--- config.mk ---
export PLATFORM = sky130hd
export DESIGN_NAME = bounded_map_write_order_evict
export DESIGN_NICKNAME = d
export VERILOG_FILES = /design/src/design/bmwoe_pkg.sv /design/src/design/bmwoe_store.sv /design/src/design/bmwoe_match.sv /design/src/design/bounded_map_write_order_evict.sv
export SDC_FILE = /design/constraint.sdc
export NUM_CORES = 2
export LEC_CHECK = 0
export BUFFER_PORTS_ARGS = -buffer_cell sky130_fd_sc_hd__buf_2
export CORE_UTILIZATION = 62
export DETAILED_ROUTE_END_ITERATION = 8
export GPL_TIMING_DRIVEN = 0
export HOLD_SLACK_MARGIN = 0.1
export PLACE_DENSITY = 0.79
export SYNTH_ARGS = -nofsm -noshare
export SYNTH_HDL_FRONTEND = slang
export SYNTH_SLANG_ARGS = --single-unit
--- constraint.sdc ---
create_clock -name clk -period 6.48 [get_ports clk]
set_clock_uncertainty 0.1 [all_clocks]
set_input_delay 0 -clock clk [delete_from_list [all_inputs] [get_ports clk]]
set_output_delay 0 -clock clk [all_outputs]
set_load 0.02 [all_outputs]
--- src/design/bmwoe_pkg.sv ---
`default_nettype none

package bmwoe_pkg;

    localparam int ENTRIES   = 16;
    localparam int IDX_W     = (ENTRIES > 1) ? $clog2(ENTRIES) : 1;
    localparam int CNT_W     = $clog2(ENTRIES + 1);
    localparam int KEY_W     = 64;
    localparam int VAL_W     = 64;
    localparam int ACT_W     = 2;
    localparam int CAP_W     = 5;
    localparam int OUT_CNT_W = 5;
    localparam int CMP_W     = (CNT_W > CAP_W) ? CNT_W : CAP_W;

    localparam logic [ACT_W-1:0] ACT_GET    = 2'd0;
    localparam logic [ACT_W-1:0] ACT_PUT    = 2'd1;
    localparam logic [ACT_W-1:0] ACT_REMOVE = 2'd2;
    localparam logic [ACT_W-1:0] ACT_CLEAR  = 2'd3;

    localparam logic [CAP_W-1:0] CAP_RESET = 5'd16;

    typedef struct packed {
        logic [ACT_W-1:0] action;
        logic [KEY_W-1:0] key;
        logic [VAL_W-1:0] value;
    } cmd_t;

    typedef struct packed {
        logic [VAL_W-1:0]     read_value;
        logic                 found;
        logic                 evicted;
        logic [KEY_W-1:0]     evicted_key;
        logic [OUT_CNT_W-1:0] entry_count;
    } rsp_t;

    typedef struct packed {
        logic             hit;
        logic [IDX_W-1:0] hit_idx;
        logic [IDX_W-1:0] hit_rank;
        logic             free_f;
        logic [IDX_W-1:0] free_idx;
        logic             old_f;
        logic [IDX_W-1:0] old_idx;
    } scan_stat_t;

endpackage

`default_nettype wire

--- src/design/bmwoe_store.sv ---
`default_nettype none

module bmwoe_store
    import bmwoe_pkg::*;
(
    input  wire logic             clk,
    input  wire logic             key_we,
    input  wire logic [IDX_W-1:0] key_waddr,
    input  wire logic [KEY_W-1:0] key_wdata,
    input  wire logic [IDX_W-1:0] key_raddr,
    output logic      [KEY_W-1:0] key_rdata,
    input  wire logic             val_we,
    input  wire logic [IDX_W-1:0] val_waddr,
    input  wire logic [VAL_W-1:0] val_wdata,
    input  wire logic [IDX_W-1:0] val_raddr,
    output logic      [VAL_W-1:0] val_rdata
);

    logic [KEY_W-1:0] key_mem [ENTRIES];
    logic [VAL_W-1:0] val_mem [ENTRIES];
    logic [KEY_W-1:0] key_rdata_reg;
    logic [VAL_W-1:0] val_rdata_reg;

    always_ff @(posedge clk)
    begin
        if (key_we)
        begin
            key_mem[key_waddr] <= key_wdata;
        end
        key_rdata_reg <= key_mem[key_raddr];
    end

    always_ff @(posedge clk)
    begin
        if (val_we)
        begin
            val_mem[val_waddr] <= val_wdata;
        end
        val_rdata_reg <= val_mem[val_raddr];
    end

    assign key_rdata = key_rdata_reg;
    assign val_rdata = val_rdata_reg;

endmodule

`default_nettype wire

--- src/design/bmwoe_match.sv ---
`default_nettype none

module bmwoe_match
    import bmwoe_pkg::*;
(
    input  wire logic             clk,
    input  wire logic             rst_n,
    input  wire logic             init,
    input  wire logic             eval,
    input  wire logic [IDX_W-1:0] idx,
    input  wire logic             slot_valid,
    input  wire logic [IDX_W-1:0] slot_rank,
    input  wire logic [KEY_W-1:0] rd_key,
    input  wire logic [KEY_W-1:0] target_key,
    output scan_stat_t            stat
);

    scan_stat_t stat_reg;
    scan_stat_t stat_next;
    logic       key_eq;

    assign key_eq = (rd_key == target_key);

    always_comb
    begin
        stat_next = stat_reg;
        if (init)
        begin
            stat_next.hit    = 1'b0;
            stat_next.free_f = 1'b0;
            stat_next.old_f  = 1'b0;
        end
        else if (eval)
        begin
            if (!stat_reg.hit && slot_valid && key_eq)
            begin
                stat_next.hit      = 1'b1;
                stat_next.hit_idx  = idx;
                stat_next.hit_rank = slot_rank;
            end
            if (!stat_reg.free_f && !slot_valid)
            begin
                stat_next.free_f   = 1'b1;
                stat_next.free_idx = idx;
            end
            if (!stat_reg.old_f && slot_valid && (slot_rank == '0))
            begin
                stat_next.old_f   = 1'b1;
                stat_next.old_idx = idx;
            end
        end
    end

    always_ff @(posedge clk or negedge rst_n)
    begin
        if (!rst_n)
        begin
            stat_reg <= '0;
        end
        else
        begin
            stat_reg <= stat_next;
        end
    end

    assign stat = stat_reg;

endmodule

`default_nettype wire

--- src/design/bounded_map_write_order_evict.sv ---
// Channel    | Signals                       | Transfer
// -----------+-------------------------------+-----------------------------------
// command    | start, busy, cmd              | start high while busy is low
// result     | done, rsp                     | done high for one cycle
// config     | cfg_valid, cfg_ready, cfg_data| cfg_valid and cfg_ready both high
//
// Each transaction scans all ENTRIES key slots through the single key read port and the
// one shared key comparator.
// The result strobe follows the last busy cycle; busy then stays low until the next start.
// Reset clears the valid bits, write-order ranks, entry count and capacity to 16.
// The receiver cannot stall, so results are never held back.
`default_nettype none

module bounded_map_write_order_evict
    import bmwoe_pkg::*;
(
    input  wire logic             clk,
    input  wire logic             rst_n,
    input  wire logic             start,
    output logic                  busy,
    input  wire cmd_t             cmd,
    output logic                  done,
    output rsp_t                  rsp,
    input  wire logic             cfg_valid,
    output logic                  cfg_ready,
    input  wire logic [CAP_W-1:0] cfg_data
);

    localparam logic [2:0] ST_IDLE   = 3'd0;
    localparam logic [2:0] ST_SCAN   = 3'd1;
    localparam logic [2:0] ST_DECIDE = 3'd2;
    localparam logic [2:0] ST_FETCH  = 3'd3;
    localparam logic [2:0] ST_EVICT  = 3'd4;
    localparam logic [2:0] ST_INSERT = 3'd5;

    logic [2:0]       state_reg, state_next;
    logic [CNT_W-1:0] cnt_reg, cnt_next;
    logic             issue_reg, issue_next;
    logic [IDX_W-1:0] idx_reg, idx_next;
    cmd_t             cmd_reg, cmd_next;
    logic [ENTRIES-1:0] valid_reg, valid_next;
    logic [IDX_W-1:0] rank_reg [ENTRIES];
    logic [IDX_W-1:0] rank_next [ENTRIES];
    logic [CNT_W-1:0] held_reg, held_next;
    logic [CAP_W-1:0] cap_reg, cap_next;
    logic             done_reg, done_next;
    rsp_t             rsp_reg, rsp_next;

    logic             key_we, val_we, match_init;
    logic [IDX_W-1:0] key_waddr, key_raddr, val_waddr, val_raddr;
    logic [VAL_W-1:0] val_wdata;
    logic [KEY_W-1:0] key_rdata;
    logic [VAL_W-1:0] val_rdata;
    scan_stat_t       stat;

    logic [CMP_W-1:0] cap_ext, cap_eff, held_ext;
    logic [IDX_W-1:0] ins_slot;
    logic             ins_ok;

    bmwoe_store u_store (
        .clk       (clk),
        .key_we    (key_we),
        .key_waddr (key_waddr),
        .key_wdata (cmd_reg.key),
        .key_raddr (key_raddr),
        .key_rdata (key_rdata),
        .val_we    (val_we),
        .val_waddr (val_waddr),
        .val_wdata (val_wdata),
        .val_raddr (val_raddr),
        .val_rdata (val_rdata)
    );

    bmwoe_match u_match (
        .clk        (clk),
        .rst_n      (rst_n),
        .init       (match_init),
        .eval       (issue_reg),
        .idx        (idx_reg),
        .slot_valid (valid_reg[idx_reg]),
        .slot_rank  (rank_reg[idx_reg]),
        .rd_key     (key_rdata),
        .target_key (cmd_reg.key),
        .stat       (stat)
    );

    always_comb
    begin
        cap_ext  = CMP_W'(cap_reg);
        held_ext = CMP_W'(held_reg);
        if (cap_ext == '0)
        begin
            cap_eff = CMP_W'(1);
        end
        else if (cap_ext > CMP_W'(ENTRIES))
        begin
            cap_eff = CMP_W'(ENTRIES);
        end
        else
        begin
            cap_eff = cap_ext;
        end
    end

    always_comb
    begin
        if (rsp_reg.evicted && (!stat.free_f || (stat.old_idx < stat.free_idx)))
        begin
            ins_slot = stat.old_idx;
            ins_ok   = 1'b1;
        end
        else
        begin
            ins_slot = stat.free_idx;
            ins_ok   = stat.free_f;
        end
    end

    assign cap_next = (cfg_valid && cfg_ready) ? cfg_data : cap_reg;

    always_comb
    begin
        state_next = state_reg;
        cnt_next   = cnt_reg;
        issue_next = 1'b0;
        idx_next   = idx_reg;
        cmd_next   = cmd_reg;
        valid_next = valid_reg;
        rank_next  = rank_reg;
        held_next  = held_reg;
        done_next  = 1'b0;
        rsp_next   = rsp_reg;
        key_we     = 1'b0;
        val_we     = 1'b0;
        match_init = 1'b0;
        key_waddr  = ins_slot;
        key_raddr  = stat.old_idx;
        val_waddr  = ins_slot;
        val_wdata  = cmd_reg.value;
        val_raddr  = stat.hit_idx;

        case (state_reg)
            ST_IDLE:
            begin
                if (start)
                begin
                    cmd_next   = cmd;
                    cnt_next   = '0;
                    match_init = 1'b1;
                    state_next = ST_SCAN;
                end
            end
            ST_SCAN:
            begin
                key_raddr = cnt_reg[IDX_W-1:0];
                idx_next  = cnt_reg[IDX_W-1:0];
                if (cnt_reg != CNT_W'(ENTRIES))
                begin
                    issue_next = 1'b1;
                    cnt_next   = cnt_reg + CNT_W'(1);
                end
                else
                begin
                    state_next = ST_DECIDE;
                end
            end
            ST_DECIDE:
            begin
                rsp_next = '0;
                case (cmd_reg.action)
                    ACT_GET:
                    begin
                        rsp_next.found = stat.hit;
                        if (stat.hit)
                        begin
                            state_next = ST_FETCH;
                        end
                        else
                        begin
                            done_next  = 1'b1;
                            state_next = ST_IDLE;
                        end
                    end
                    ACT_PUT:
                    begin
                        if (stat.hit)
                        begin
                            rsp_next.found = 1'b1;
                            val_we         = 1'b1;
                            val_waddr      = stat.hit_idx;
                            for (int i = 0; i < ENTRIES; i++)
                            begin
                                if (valid_reg[i] && (rank_reg[i] > stat.hit_rank))
                                begin
                                    rank_next[i] = rank_reg[i] - IDX_W'(1);
                                end
                            end
                            rank_next[stat.hit_idx] = IDX_W'(held_reg - CNT_W'(1));
                            done_next  = 1'b1;
                            state_next = ST_IDLE;
                        end
                        else if ((held_ext >= cap_eff) && stat.old_f)
                        begin
                            state_next = ST_EVICT;
                        end
                        else
                        begin
                            state_next = ST_INSERT;
                        end
                    end
                    ACT_REMOVE:
                    begin
                        if (stat.hit)
                        begin
                            rsp_next.found = 1'b1;
                            valid_next[stat.hit_idx] = 1'b0;
                            for (int i = 0; i < ENTRIES; i++)
                            begin
                                if (valid_reg[i] && (rank_reg[i] > stat.hit_rank))
                                begin
                                    rank_next[i] = rank_reg[i] - IDX_W'(1);
                                end
                            end
                            rank_next[stat.hit_idx] = '0;
                            if (held_reg != '0)
                            begin
                                held_next = held_reg - CNT_W'(1);
                            end
                            state_next = ST_FETCH;
                        end
                        else
                        begin
                            done_next  = 1'b1;
                            state_next = ST_IDLE;
                        end
                    end
                    default:
                    begin
                        valid_next = '0;
                        for (int i = 0; i < ENTRIES; i++)
                        begin
                            rank_next[i] = '0;
                        end
                        held_next  = '0;
                        done_next  = 1'b1;
                        state_next = ST_IDLE;
                    end
                endcase
            end
            ST_FETCH:
            begin
                rsp_next.read_value = val_rdata;
                done_next           = 1'b1;
                state_next          = ST_IDLE;
            end
            ST_EVICT:
            begin
                rsp_next.evicted     = 1'b1;
                rsp_next.evicted_key = key_rdata;
                valid_next[stat.old_idx] = 1'b0;
                for (int i = 0; i < ENTRIES; i++)
                begin
                    if (valid_reg[i] && (rank_reg[i] != '0))
                    begin
                        rank_next[i] = rank_reg[i] - IDX_W'(1);
                    end
                end
                rank_next[stat.old_idx] = '0;
                if (held_reg != '0)
                begin
                    held_next = held_reg - CNT_W'(1);
                end
                state_next = ST_INSERT;
            end
            ST_INSERT:
            begin
                if (ins_ok)
                begin
                    key_we               = 1'b1;
                    val_we               = 1'b1;
                    valid_next[ins_slot] = 1'b1;
                    rank_next[ins_slot]  = IDX_W'(held_reg);
                    held_next            = held_reg + CNT_W'(1);
                end
                done_next  = 1'b1;
                state_next = ST_IDLE;
            end
            default:
            begin
                state_next = ST_IDLE;
            end
        endcase

        if (done_next)
        begin
            rsp_next.entry_count = OUT_CNT_W'(held_next);
        end
    end

    always_ff @(posedge clk or negedge rst_n)
    begin
        if (!rst_n)
        begin
            state_reg <= ST_IDLE;
            cnt_reg   <= '0;
            issue_reg <= 1'b0;
            idx_reg   <= '0;
            valid_reg <= '0;
            held_reg  <= '0;
            cap_reg   <= CAP_RESET;
            done_reg  <= 1'b0;
            for (int i = 0; i < ENTRIES; i++)
            begin
                rank_reg[i] <= '0;
            end
        end
        else
        begin
            state_reg <= state_next;
            cnt_reg   <= cnt_next;
            issue_reg <= issue_next;
            idx_reg   <= idx_next;
            valid_reg <= valid_next;
            held_reg  <= held_next;
            cap_reg   <= cap_next;
            done_reg  <= done_next;
            rank_reg  <= rank_next;
        end
    end

    always_ff @(posedge clk)
    begin
        cmd_reg <= cmd_next;
        rsp_reg <= rsp_next;
    end

    assign busy      = (state_reg != ST_IDLE);
    assign done      = done_reg;
    assign rsp       = rsp_reg;
    assign cfg_ready = 1'b1;

endmodule

`default_nettype wire

==> out/metrics.csv <==
metric,value,unit
Tot Pwr,45500,µW
DR vias/cell,7.02,
min-delay worst type,in2reg,
Register Area,75100,µm²
CP startpoint kind,register,
post-CTS resize count,0,
full die area,166000,µm²
via count,60600,
Synth top area share,68.2,%
WS Path Type,reg2reg,
Worst Min Path Start,cmd[29],
GRT Residual Overflow,0,
FMAX,185,MHz
IO buf count,275,
Synth warnings,0,
DR top layer,met5,
multi-input logic area,25200,µm²
clk slew on worst S/H paths,70,ps
synth unique cells,80,
DRC,0,
RSZ-0062 raised after global routing,no,
CTS tree,yes,
worst slew pin tran,1460,ps
CTS Root Cell,clkbuf_16,
fraction of registers with async set/reset,4.80,%
die height,407,µm
Syn Nets,5581,
Initial Util,62.5,%
Synth area leaders,"edfxtp_1 68%, mux4_2 13%, dfrtp_1 3.0%, dfxtp_1 2.5%, ha_1 1.2%",
CP Max Fanout,19,
Sink Count,2564,
# Max-Cap Violations,0,
Final ANT Viol Nets,0,
Worst Hold Depth,3,
vias in the first global route,61300,
Longest Clk Path Bufs,3,
first-pass GRT wire length,441,mm
met1 WL,104,mm
Skew-Pair Late Insertion Delay,910,ps
# nets final,6471,
Num CTS Buffers,236,
Mapped Cells,5345,
Static Leak,0.0397,µW
Critical Path RT,6960,ps
crit path DAT,5870,ps
Reg2Reg Depth,7,
# setup viols final,0,
reg2reg start,u_match.stat[14]$_DFFE_PN0P_,
status,"complete, no violations",
fillers,8907,
GP Congestion,0.976,
register area share after synthesis,73.8,%
Seq cells post-synth,2564,
DRT Pass-1 Iters,8,
Reg2Reg Setup Slack,1090,ps
HPWL after detailed placement,178,mm
dpl cell area,108000,µm²
FP Rows,148,
Die X,407,µm
final critical-path share of the clock period,83.2,%
Final Util,73.2,%
crit-path max cell delay,980,ps
area grow syn2layout,17.2,%
worst hold slack,243,ps
leading area contributor after synthesis,edfxtp_1,
WL met2,153,mm
largest net degree at the start of global routing,87,
synthesized area,102000,µm²
Synth Area per Inst,19.0,µm²
total track usage,37.8,%
routed length on met3,37.3,mm
Final Cell Area,119000,µm²
final number of hold-violating endpoints,0,
power density over the cells,381,nW/µm²
drt initial violations,9458,
Slew HR,2.97,%
final WL,313,mm
"EDFF count, synth",2313,
"Max stage delay cell, worst path",buf_1,
core region area,163000,µm²
wire per inst,36.3,µm
nature of the critical path endpoint,register,
critical-path cell list,clkbuf_1 -> clkbuf_1 -> buf_1 -> a32oi_1 -> nor2_4 -> buf_12 -> buf_12,
Max Slew Vio Count,0,
layout cells sized above 1,23.4,%
Hold EP,val_wdata[29]$_DFFE_PP_,
"Min Clock Period, post-route",5390,ps
r2r endpoint,u_store.val_mem[15][44]$_DFFE_PP_,
Max IR drop VDD,0.395,mV
top_reg_cell synth,edfxtp_1,
H-tree depth,4,
Top Ports,277,
initial antenna violation count,26,
## synth_stat cells, drive strengths merged (24+ instances only)
cell and n:
a21oi 131, nand3 27, dfrtp 122, a211oi 92, xor2 36, nand4 31
and2 133, nor2 156, buf 107, and3 74, a221oi 28, mux4 597
edfxtp 2313, inv 103, nor3 33, dfxtp 128, a31oi 70, nand2 286
o221ai 25, clkbuf 173, a2bb2oi 28, nor2b 26, o22ai 24, mux2 30
o21ai 162, o211ai 24, ha 97, xnor2 71
## worst max path at each step
stage	slack [ps]	to	depth (start not counted)	start
final	1090	u_store.val_mem[15][44]$_DFFE_PP_	7	u_match.stat[14]$_DFFE_PN0P_
after global routing	1190	u_store.val_mem[15][44]$_DFFE_PP_	7	u_match.stat[14]$_DFFE_PN0P_
after CTS	1250	u_store.val_mem[15][44]$_DFFE_PP_	7	u_match.stat[15]$_DFFE_PN0P_
after detailed placement	1310	u_store.val_mem[15][44]$_DFFE_PP_	7	u_match.stat[15]$_DFFE_PN0P_
after global placement	-3370	u_store.val_mem[11][43]$_DFFE_PP_	5	u_match.stat[15]$_DFFE_PN0P_
after floorplan	1030	u_store.key_mem[15][0]$_DFFE_PP_	10	u_match.stat[7]$_DFFE_PN0P_
## critical path, delay by kind of cell (launching register included)
| family | cells | cell delay, ps |
|---|---|---|
| buf+inv | 5 | 2930 |
| simple gates | 1 | 950 |
| compound gates | 1 | 720 |
| flops | 1 | 320 |
## logic make-up (layout without fill, tap and decap cells)
logic type      after synthesis  count (layout)  synth area share [%]
simple gates                847             847                  4.13
flops                      2564            2564                  73.8
other cells                   1               7               0.00368
fa+ha+maj                    97              97                  1.19
buf+inv                     384            1488                  1.74
compound gates              697             697                  4.50
mux                         648             648                  13.8
xor+xnor                    107             107                 0.920
## stage by stage
step           worst slack (ps)  TNS (ps)  instances
2_1_floorplan              1030         0       5345
3_3_place_gp              -3370  -5407070       7795
3_5_place_dp               1310         0       7888
4_1_cts                    1250         0       8623
5_1_grt                    1190         0       8624
6_report                   1090         0       8630
## cell usage in the layout (no fill, tap or decap), drive strengths merged, types with 27 or more instances in the layout
| cell type | n |
|---|---|
| edfxtp | 2313 |
| clkinv | 96 |
| nand2 | 286 |
| mux4 | 597 |
| nor2 | 156 |
| nor3 | 33 |
| buf | 477 |
| nand3 | 27 |
| xor2 | 36 |
| nand4 | 31 |
| o21ai | 162 |
| a221oi | 28 |
| and2 | 133 |
| inv | 111 |
| bufinv | 36 |
| clkbuf | 478 |
| and3 | 74 |
| ha | 97 |
| mux2 | 30 |
| a21oi | 131 |
| xnor2 | 71 |
| a31oi | 70 |
| a211oi | 92 |
| dlygate4sd3 | 282 |
| dfxtp | 128 |
| dfrtp | 122 |
| a2bb2oi | 28 |
## where the power goes
group          internal [µW]  total (µW)  switching [µW]  leakage, µW
clock network           8450       15000            6570      0.00404
registers              19600       21100            1450       0.0236
logic                   3700        9420            5720       0.0121
## final cells by class
class / instances / share of cell area (%)
antenna: 6 / 0.0126
buffer: 280 / 1.16
clock buffer: 305 / 5.34
clock inverter: 147 / 1.62
inverter: 104 / 0.333
multi-input combinational: 2397 / 21.1
sequential: 2564 / 62.9
tap: 2175 / 2.28
timing repair buffer: 652 / 5.20
## layer usage
metal	track usage (%)	vias to the layer above
met5	0	-
met4	20.1	28
met3	8.99	1144
met2	61.4	5270
met1	47.6	30600
li1	-	23500
## timing repair
action                                 4_1_cts  5_1_grt
endpoints found under the hold margin      270        0
hold buffers                               283        0
setup buffers                                0        0
Note: power is estimated with default switching activity, not from simulation.
